**config.mk**
```make
export PLATFORM = sky130hd
export DESIGN_NAME = buddy_block_allocator
export DESIGN_NICKNAME = d
export VERILOG_FILES = /design/src/hdl/bba_pkg.sv /design/src/hdl/bba_ram.sv /design/src/hdl/buddy_block_allocator.sv
export SDC_FILE = /design/constraint.sdc
export NUM_CORES = 2
export LEC_CHECK = 0
export ABC_CLOCK_PERIOD_IN_PS = 12090
export BUFFER_PORTS_ARGS = -buffer_cell sky130_fd_sc_hd__buf_2
export CAP_MARGIN = 20
export CORE_UTILIZATION = 55
export CTS_CLUSTER_SIZE = 14
export DETAILED_ROUTE_END_ITERATION = 12
export HOLD_SLACK_MARGIN = 0.08
export PLACE_DENSITY_LB_ADDON = 0.3
export SYNTH_ARGS = -nofsm -noshare
export SYNTH_HDL_FRONTEND = slang
export SYNTH_SLANG_ARGS = --single-unit
```
**constraint.sdc**
```tcl
create_clock -name clk -period 12.09 [get_ports clk]
set_input_delay 0 -clock clk [delete_from_list [all_inputs] [get_ports clk]]
set_output_delay 0 -clock clk [all_outputs]
set_load 0.005 [all_outputs]
```
**src/hdl/bba_pkg.sv**
```systemverilog
// Shared types and constants for the buddy block allocator.
// No dependencies.
`default_nettype none
package bba_pkg;

	localparam int TREE_LEVELS = 8;
	localparam int NODE_COUNT  = (1 << TREE_LEVELS) - 1;
	localparam int IDX_W       = $clog2(NODE_COUNT + 1);
	localparam int LVL_W       = $clog2(TREE_LEVELS);
	localparam int CLVL_W      = LVL_W + 1;
	localparam int SEG_W       = 31;
	localparam int SIZE_W      = 40;
	localparam int OFF_W       = 37;
	localparam int FLAG_W      = 2;

	typedef enum logic [1:0] {
		STAT_GRANTED  = 2'd0,
		STAT_NO_SPACE = 2'd1,
		STAT_RELEASED = 2'd2
	} status_t;

	typedef struct packed {
		logic               kind;
		logic [SIZE_W-1:0]  request_size;
		logic [2:0]         release_level;
		logic [7:0]         release_node;
	} bba_in_t;

	typedef struct packed {
		status_t            status;
		logic [7:0]         node_index;
		logic [2:0]         block_level;
		logic [OFF_W-1:0]   byte_offset;
		logic               any_free;
	} bba_out_t;

	typedef struct packed {
		logic split;
		logic free;
	} flags_t;

	localparam flags_t FLAGS_INIT = '{split: 1'b0, free: 1'b1};

	typedef enum logic [4:0] {
		ST_IDLE,
		ST_LEVEL,
		ST_SRCH_RD,
		ST_SRCH_EV,
		ST_SRCH_BT,
		ST_TAKE_RD,
		ST_TAKE_EV,
		ST_TAKE_PRD,
		ST_TAKE_PWR,
		ST_OFFSET,
		ST_REL_RD,
		ST_REL_WR,
		ST_REL_SRD,
		ST_REL_SEV,
		ST_REL_PRD,
		ST_REL_PWR,
		ST_ROOT_RD,
		ST_ROOT_EV,
		ST_DONE
	} bba_state_t;

	function automatic logic [IDX_W-1:0] buddy_of(input logic [IDX_W-1:0] idx);
		buddy_of = idx[0] ? IDX_W'(idx + 1'b1) : IDX_W'(idx - 1'b1);
	endfunction

	function automatic logic [IDX_W-1:0] parent_of(input logic [IDX_W-1:0] idx);
		logic [IDX_W:0] up;
		up = ({1'b0, idx} + 1'b1) >> 1;
		parent_of = IDX_W'(up - 1'b1);
	endfunction

endpackage
`default_nettype wire

```
**src/hdl/bba_ram.sv**
```systemverilog
// Generic single write port, single read port RAM with registered read.
// No dependencies.
`default_nettype none
module bba_ram #(
	parameter int WIDTH = 2,
	parameter int DEPTH = 255
) (
	input  wire logic                     clk,
	input  wire logic                     we,
	input  wire logic [$clog2(DEPTH)-1:0] waddr,
	input  wire logic [WIDTH-1:0]         wdata,
	input  wire logic [$clog2(DEPTH)-1:0] raddr,
	output logic      [WIDTH-1:0]         rdata
);

	logic [WIDTH-1:0] mem [DEPTH];

	always_ff @(posedge clk) begin
		if (we) begin
			mem[waddr] <= wdata;
		end
		rdata <= mem[raddr];
	end

endmodule
`default_nettype wire

```
**src/hdl/buddy_block_allocator.sv**
```systemverilog
// Buddy allocator top level: sequencer over the node flag RAM.
// Depends on bba_pkg and bba_ram.
//
//  channel   direction  handshake            payload
//  in        into       in_valid / in_stall   bba_in_t  in_data
//  out       out of     out_valid / out_stall bba_out_t out_data
//  cfg       into       cfg_wr_en             segment_size cfg_wr_data
//
// One item at a time. Every node access is a RAM read then an evaluate state
// (one read port, one write port). Acquire: find the level, search the tree
// with backtracking, clear parents on the taken walk until a buddy check ends
// it, then compute the offset, read the root and present the result. Release:
// free the node, check its buddy and update the parent at each level below
// the root, then read the root; an out-of-range release reads only the root.
// Reset leaves every node free and unsplit at once through per-node valid bits.
// A result waiting on out_stall holds the sequencer in its last state.
`default_nettype none
module buddy_block_allocator (
	input  wire logic              clk,
	input  wire logic              arst_n,
	input  wire logic              in_valid,
	output logic                   in_stall,
	input  wire bba_pkg::bba_in_t  in_data,
	output logic                   out_valid,
	input  wire logic              out_stall,
	output bba_pkg::bba_out_t      out_data,
	input  wire logic              cfg_wr_en,
	input  wire logic [30:0]       cfg_wr_data
);
	import bba_pkg::*;

	bba_state_t state_q, state_d;

	logic [SEG_W-1:0]  seg_q;
	logic [NODE_COUNT-1:0] valid_q;
	logic              out_valid_q;
	bba_out_t          out_q;

	logic [SIZE_W-1:0] size_q;
	logic [LVL_W-1:0]  tgt_q;
	logic [CLVL_W-1:0] clvl_q;
	logic [IDX_W-1:0]  cur_q;
	logic [IDX_W-1:0]  wk_q;
	status_t           status_q;
	logic              own_split_q;
	logic              merge_q;
	logic              any_free_q;
	logic [38:0]       prod_q;
	logic [IDX_W-1:0]  rd_addr_s1;

	logic              ram_we;
	logic [IDX_W-1:0]  ram_waddr;
	flags_t            ram_wdata;
	logic [IDX_W-1:0]  ram_raddr;
	logic [FLAG_W-1:0] ram_rdata;
	flags_t            rd_flags;

	logic              acc;
	logic              rel_ok;
	logic              fit;
	logic [SIZE_W-1:0] seg_shift;
	logic              at_tgt;
	logic              out_free;
	logic [IDX_W-1:0]  child;
	logic [IDX_W-1:0]  first_idx;
	logic [IDX_W-1:0]  rel_idx;
	logic [45:0]       off_wide;

	bba_ram #(.WIDTH(FLAG_W), .DEPTH(NODE_COUNT)) u_flags (
		.clk   (clk),
		.we    (ram_we),
		.waddr (ram_waddr),
		.wdata (ram_wdata),
		.raddr (ram_raddr),
		.rdata (ram_rdata)
	);

	// nodes never written read as free, unsplit
	assign rd_flags  = valid_q[rd_addr_s1] ? flags_t'(ram_rdata) : FLAGS_INIT;
	assign acc       = in_valid && !in_stall;
	assign in_stall  = (state_q != ST_IDLE);
	assign out_valid = out_valid_q;
	assign out_data  = out_q;
	assign out_free  = !out_valid_q || !out_stall;
	assign rel_ok    = ({1'b0, in_data.release_level} < TREE_LEVELS) &&
		(in_data.release_node < NODE_COUNT);
	assign seg_shift = SIZE_W'(seg_q) << tgt_q;
	assign fit       = seg_shift >= size_q;
	assign at_tgt    = (clvl_q == CLVL_W'(tgt_q));
	assign child     = IDX_W'({cur_q, 1'b1});
	assign first_idx = IDX_W'((9'd1 << (LVL_W'(TREE_LEVELS - 1) - tgt_q)) - 9'd1);
	assign rel_idx   = cur_q - first_idx;
	assign off_wide  = 46'(prod_q) << tgt_q;

	// next state
	always_comb begin
		state_d = state_q;
		case (state_q)
			ST_IDLE: begin
				if (acc) begin
					if (in_data.kind) state_d = rel_ok ? ST_REL_RD : ST_ROOT_RD;
					else state_d = ST_LEVEL;
				end
			end
			ST_LEVEL: begin
				if (fit) state_d = ST_SRCH_RD;
				else if (tgt_q == LVL_W'(TREE_LEVELS - 1)) state_d = ST_ROOT_RD;
			end
			ST_SRCH_RD: state_d = ST_SRCH_EV;
			ST_SRCH_EV: begin
				if (!rd_flags.free) state_d = ST_SRCH_BT;
				else if (!at_tgt) state_d = ST_SRCH_RD;
				else if (rd_flags.split) state_d = ST_SRCH_BT;
				else if (cur_q == '0) state_d = ST_OFFSET;
				else state_d = ST_TAKE_RD;
			end
			ST_SRCH_BT: begin
				if (cur_q == '0) state_d = ST_ROOT_RD;
				else if (cur_q[0]) state_d = ST_SRCH_RD;
			end
			ST_TAKE_RD: state_d = ST_TAKE_EV;
			ST_TAKE_EV: state_d = rd_flags.free ? ST_OFFSET : ST_TAKE_PRD;
			ST_TAKE_PRD: state_d = ST_TAKE_PWR;
			ST_TAKE_PWR: state_d = (parent_of(wk_q) == '0) ? ST_OFFSET : ST_TAKE_RD;
			ST_OFFSET: state_d = ST_ROOT_RD;
			ST_REL_RD: state_d = ST_REL_WR;
			ST_REL_WR: state_d = (wk_q == '0) ? ST_ROOT_RD : ST_REL_SRD;
			ST_REL_SRD: state_d = ST_REL_SEV;
			ST_REL_SEV: state_d = ST_REL_PRD;
			ST_REL_PRD: state_d = ST_REL_PWR;
			ST_REL_PWR: begin
				if (clvl_q + 1'b1 < TREE_LEVELS) state_d = ST_REL_RD;
				else state_d = ST_ROOT_RD;
			end
			ST_ROOT_RD: state_d = ST_ROOT_EV;
			ST_ROOT_EV: state_d = ST_DONE;
			ST_DONE: if (out_free) state_d = ST_IDLE;
			default: state_d = ST_IDLE;
		endcase
	end

	// RAM controls
	always_comb begin
		ram_raddr = '0;
		ram_we    = 1'b0;
		ram_waddr = cur_q;
		ram_wdata = rd_flags;
		case (state_q)
			ST_SRCH_RD:  ram_raddr = cur_q;
			ST_SRCH_EV: begin
				if (rd_flags.free && !at_tgt) begin
					ram_we = 1'b1;
					ram_wdata.split = 1'b1;
				end else if (rd_flags.free && !rd_flags.split) begin
					ram_we = 1'b1;
					ram_wdata.free = 1'b0;
				end
			end
			ST_TAKE_RD:  ram_raddr = buddy_of(wk_q);
			ST_TAKE_PRD: ram_raddr = parent_of(wk_q);
			ST_TAKE_PWR: begin
				ram_we         = 1'b1;
				ram_waddr      = parent_of(wk_q);
				ram_wdata.free = 1'b0;
			end
			ST_REL_RD:   ram_raddr = wk_q;
			ST_REL_WR: begin
				ram_we         = 1'b1;
				ram_waddr      = wk_q;
				ram_wdata.free = 1'b1;
			end
			ST_REL_SRD:  ram_raddr = buddy_of(wk_q);
			ST_REL_PRD:  ram_raddr = parent_of(wk_q);
			ST_REL_PWR: begin
				ram_we          = 1'b1;
				ram_waddr       = parent_of(wk_q);
				ram_wdata.free  = 1'b1;
				ram_wdata.split = rd_flags.split && !merge_q;
			end
			default: ram_raddr = '0;
		endcase
	end

	always_ff @(posedge clk or negedge arst_n) begin
		if (!arst_n) begin
			state_q     <= ST_IDLE;
			seg_q       <= SEG_W'(4096);
			valid_q     <= '0;
			out_valid_q <= 1'b0;
		end else begin
			state_q <= state_d;
			if (cfg_wr_en) seg_q <= cfg_wr_data;
			if (ram_we) valid_q[ram_waddr] <= 1'b1;
			if (state_q == ST_DONE && out_free) out_valid_q <= 1'b1;
			else if (out_valid_q && !out_stall) out_valid_q <= 1'b0;
		end
	end

	always_ff @(posedge clk) begin
		rd_addr_s1 <= ram_raddr;
		case (state_q)
			ST_IDLE: begin
				if (acc) begin
					size_q   <= in_data.request_size;
					tgt_q    <= '0;
					cur_q    <= '0;
					wk_q     <= in_data.release_node;
					clvl_q   <= CLVL_W'(in_data.release_level);
					status_q <= in_data.kind ? STAT_RELEASED : STAT_GRANTED;
				end
			end
			ST_LEVEL: begin
				if (fit) begin
					clvl_q <= CLVL_W'(TREE_LEVELS - 1);
					cur_q  <= '0;
				end else if (tgt_q == LVL_W'(TREE_LEVELS - 1)) begin
					status_q <= STAT_NO_SPACE;
				end else begin
					tgt_q <= tgt_q + 1'b1;
				end
			end
			ST_SRCH_EV: begin
				if (rd_flags.free && !at_tgt) begin
					cur_q  <= child;
					clvl_q <= clvl_q - 1'b1;
				end else begin
					wk_q <= cur_q;
				end
			end
			// left child failed: try its buddy; right child failed: parent failed
			ST_SRCH_BT: begin
				if (cur_q == '0) begin
					status_q <= STAT_NO_SPACE;
				end else if (cur_q[0]) begin
					cur_q <= cur_q + 1'b1;
				end else begin
					cur_q  <= parent_of(cur_q);
					clvl_q <= clvl_q + 1'b1;
				end
			end
			ST_TAKE_PWR: wk_q <= parent_of(wk_q);
			ST_OFFSET:   prod_q <= 39'(rel_idx) * 39'(seg_q);
			ST_REL_WR:   own_split_q <= rd_flags.split;
			ST_REL_SEV:  merge_q <= rd_flags.free && !rd_flags.split && !own_split_q;
			ST_REL_PWR: begin
				wk_q   <= parent_of(wk_q);
				clvl_q <= clvl_q + 1'b1;
			end
			ST_ROOT_EV:  any_free_q <= rd_flags.free;
			ST_DONE: begin
				if (out_free) begin
					out_q.status   <= status_q;
					out_q.any_free <= any_free_q;
					if (status_q == STAT_GRANTED) begin
						out_q.node_index  <= cur_q;
						out_q.block_level <= tgt_q;
						out_q.byte_offset <= off_wide[OFF_W-1:0];
					end else begin
						out_q.node_index  <= '0;
						out_q.block_level <= '0;
						out_q.byte_offset <= '0;
					end
				end
			end
			default: begin
			end
		endcase
	end

	a_accept_leaves_idle: assert property (@(posedge clk) disable iff (!arst_n)
		acc |=> state_q != ST_IDLE)
		else $error("accepted transfer did not start the sequencer");

	a_result_from_done: assert property (@(posedge clk) disable iff (!arst_n)
		$rose(out_valid_q) |-> $past(state_q == ST_DONE))
		else $error("result raised outside the final state");

	a_search_above_target: assert property (@(posedge clk) disable iff (!arst_n)
		state_q == ST_SRCH_EV |-> clvl_q >= CLVL_W'(tgt_q))
		else $error("search descended below target level");

	a_write_in_tree: assert property (@(posedge clk) disable iff (!arst_n)
		ram_we |-> ram_waddr < NODE_COUNT)
		else $error("flag write outside the tree");

endmodule
`default_nettype wire

```
==> results.md <==
- Flops & latches, synth: 968
- Detailed Route Iter0 Violations: between 5000 and 6000
- Critical path depth in cells: 33
- Die width: 310.4 µm
- Primary FF master, synth: edfxtp_1
- Seq/Total Area, Yosys: a little over half
- Worst clock skew: approximately 39 ps
- Slowest stage delay, CP: 1000 ps
- Synthesized area per cell: 11.40 µm²
- Post-synthesis net count: between 4000 and 5000
- Die Area: 96370 µm²
- Post-Syn Area: about 52000 µm²
- Synth area leader: edfxtp_1
- Final wirelength: between 100000 and 150000 µm
- Syn-to-layout area delta: 12.60%
- Largest net degree at the start of global routing: 256
- Crit path max-delay family: adder cells
- Status: finished, final reports clean
- CTS root buffer: clkbuf_16
- H-tree depth: 3
- Core area: between 90000 and 100000 µm²
- Crit path time final: around 9400 ps
- Period utilization: 77.80%
- Max Fclk: between 100 and 150 MHz
- Vias/cell: 6.315
- HPWL Detailed: ~93000 µm
- Worst-skew pair later-pin latency: slightly below 700 ps
- Io pins: 141
- Area of the multi-input gates: between 20000 and 25000 µm²
- Fillers: about 7000
- Detailed-route DRC error count: 0
- Congestion Overflow GR: 0
- First-pass GRT wire length: between 200000 and 250000 µm
- Critical Path AT: 9840 ps
- Slowest cell on crit path: edfxtp_1
- Port Buffer Count: 140
- RSZ-0062 raised after global routing: no
- Most frequent cell after synthesis: edfxtp_1
- Number of global-route vias before repair: approximately 37000
- Register area: about 28000 µm²
- Ranking of synthesized cells by area: edfxtp_1 38%, dfrtp_1 14%, fa_1 6.7%
- Initial antenna violation count: 6
- N_diodes: 0
- Layout cells sized above 1: a little under an eighth
- Routed wire per std cell: 24.35 µm
- Total track usage: 30.83%
- Most used cell, CP: fa_1
- Hold depth: 4
- Hold Path End: wk_q[4]
- TNS Setup: 0 ps
- Setup Fix Bufs, Post-CTS: 0
- Hold crit path type: in2reg
- Hold Path Origin: in_data[4]
- Nets: between 5000 and 6000
- Crit path kind: reg2reg
- EDFF count, synth: around 670
- Worst R2R Start: tgt_q[0]
- Final ANT Viol Nets: 0
- Final number of setup-violating endpoints: 0
- Row count: ~110
- Worst-Margin Slew: 1230 ps
- WP buf/inv: 6
- Rel. slew slack: between 10% and 20%
- DRT Pass-1 Iters: 7
- Final hold vios: 0
- Netlist cell types: a little under 80
- Post-CTS Resized: 0
- Final Max Tran Viols: 0
- Clock slew seen by the registers of the worst setup and hold paths: 60 ps
- Top post-synthesis cells by count: 666 x edfxtp_1, 650 x nand2_1, 374 x nor2_1, 291 x dfrtp_1, 278 x nand3_1
- R2r setup slk: ~2700 ps
- Crit Path Max Fanout: 30
- Req. time, crit path: approximately 13000 ps
- Reg-to-reg endpoint: prod_q[36]
- CTS sink cnt: between 900 and 1000
- Post-synthesis instance total: around 4600
- Share of the synthesized area in the top cell type: between 30% and 40%
- Max_cap viols: 0
- Die Height: ~310 µm
- CP Capture Type: register
- GP Congestion: roughly 0.94
- CTS max path bufs: 3
- Worst R2R Path Depth: 33
- Yosys warning total: 0
- Starting Density: about 56%
- CTS tree: built
- Async set-reset flop share out of synthesis: a little under a third
- CTS Buf Count: 100
- Crit start category: register
- Vias: around 38000
[what timing repair did]
item | CTS | global route
endpoints found under the setup margin | 0 | 0
hold endpoints to repair | 241 | 0
hold buffers | 172 | 0
[tightest hold or removal path, cell delays in order]
cell	delay, ps
dlygate4sd3_1	510
buf_2	110
nand2_1	50
nand3_1	80
[through the flow]
step | hold WS, ps | util (%) | area (µm²) | setup slack [ps] | instances
2_1_floorplan | -295.6 | - | 52320 | 3725 | 4588
3_3_place_gp | 83.71 | 57.40 | 53810 | 2941 | 5714
3_5_place_dp | 91.41 | 57.40 | 53810 | 2787 | 5714
4_1_cts | 145.0 | 62.78 | 58850 | 2769 | 6075
5_1_grt | 207.3 | 62.84 | 58910 | 2167 | 6079
6_report | 183.2 | 62.84 | 58910 | 2684 | 6079
[registers in the layout, summed over array words and instances, names as in the netlist, 4 cells and up]
| name | flops |
|---|---|
| u_flags.mem | 510 |
| valid_q | 255 |
| out_data | 51 |
| size_q | 40 |
| prod_q | 37 |
| seg_q | 31 |
| cur_q | 8 |
| rd_addr_s1 | 8 |
| wk_q | 8 |
| state_q | 5 |
| clvl_q | 4 |
[kinds of logic (layout without fill, tap and decap cells)]
kind of cell | count (synthesis) | after routing | synth area share [%]
compound gates | 758 | 758 | 10.16
xor+xnor | 72 | 72 | 1.205
fa+ha+maj | 301 | 301 | 9.723
buf+inv | 597 | 834 | 4.639
flops | 968 | 968 | 52.57
mux | 213 | 213 | 7.140
simple gates | 1679 | 1679 | 14.56
[worst max path at each step]
stage          startpoint          to  slack (ps)
2_1_floorplan    tgt_q[0]  prod_q[35]        3730
3_3_place_gp     tgt_q[0]  prod_q[36]        2940
3_5_place_dp     tgt_q[0]  prod_q[36]        2790
4_1_cts          tgt_q[0]  prod_q[36]        2770
5_1_grt          tgt_q[0]  prod_q[36]        2170
6_report         tgt_q[0]  prod_q[36]        2680
[area by class of cell]
type,instances,area share [%]
sequential,968,46.70
multi-input combinational,3023,38.26
timing repair buffer,368,4.987
clock buffer,144,4.942
tap,1254,2.663
inverter,277,1.782
clock inverter,45,0.6669
[per-layer routing]
| layer | track usage [%] | vias up | part of all wire (%) |
|---|---|---|---|
| met5 | 0 | - | 0.023 |
| met2 | 46.16 | 2251 | 45 |
| met1 | 43.55 | 19230 | 40 |
| met4 | 11.16 | 6 | 3.7 |
| li1 | - | 16530 | - |
| met3 | 8.017 | 374 | 12 |
[cell usage in the layout, fill, tap and decap left out, types with 62 or more instances in the layout]
master and n:
dfrtp_1 291, nor2_1 373, fa_1 176, clkbuf_16 103, a31oi_1 98, buf_2 140, edfxtp_1 666, and2_1 187
nand3_1 275, ha_1 125, a21oi_1 116, dlygate4sd3_1 171, inv_1 272, nand2_1 650, o21bai_1 264, and3_1 68
mux4_2 122, mux2_2 62
Power is not shown: default switching activity piles up to over one toggle a cycle in this logic, so the estimate is an artifact.
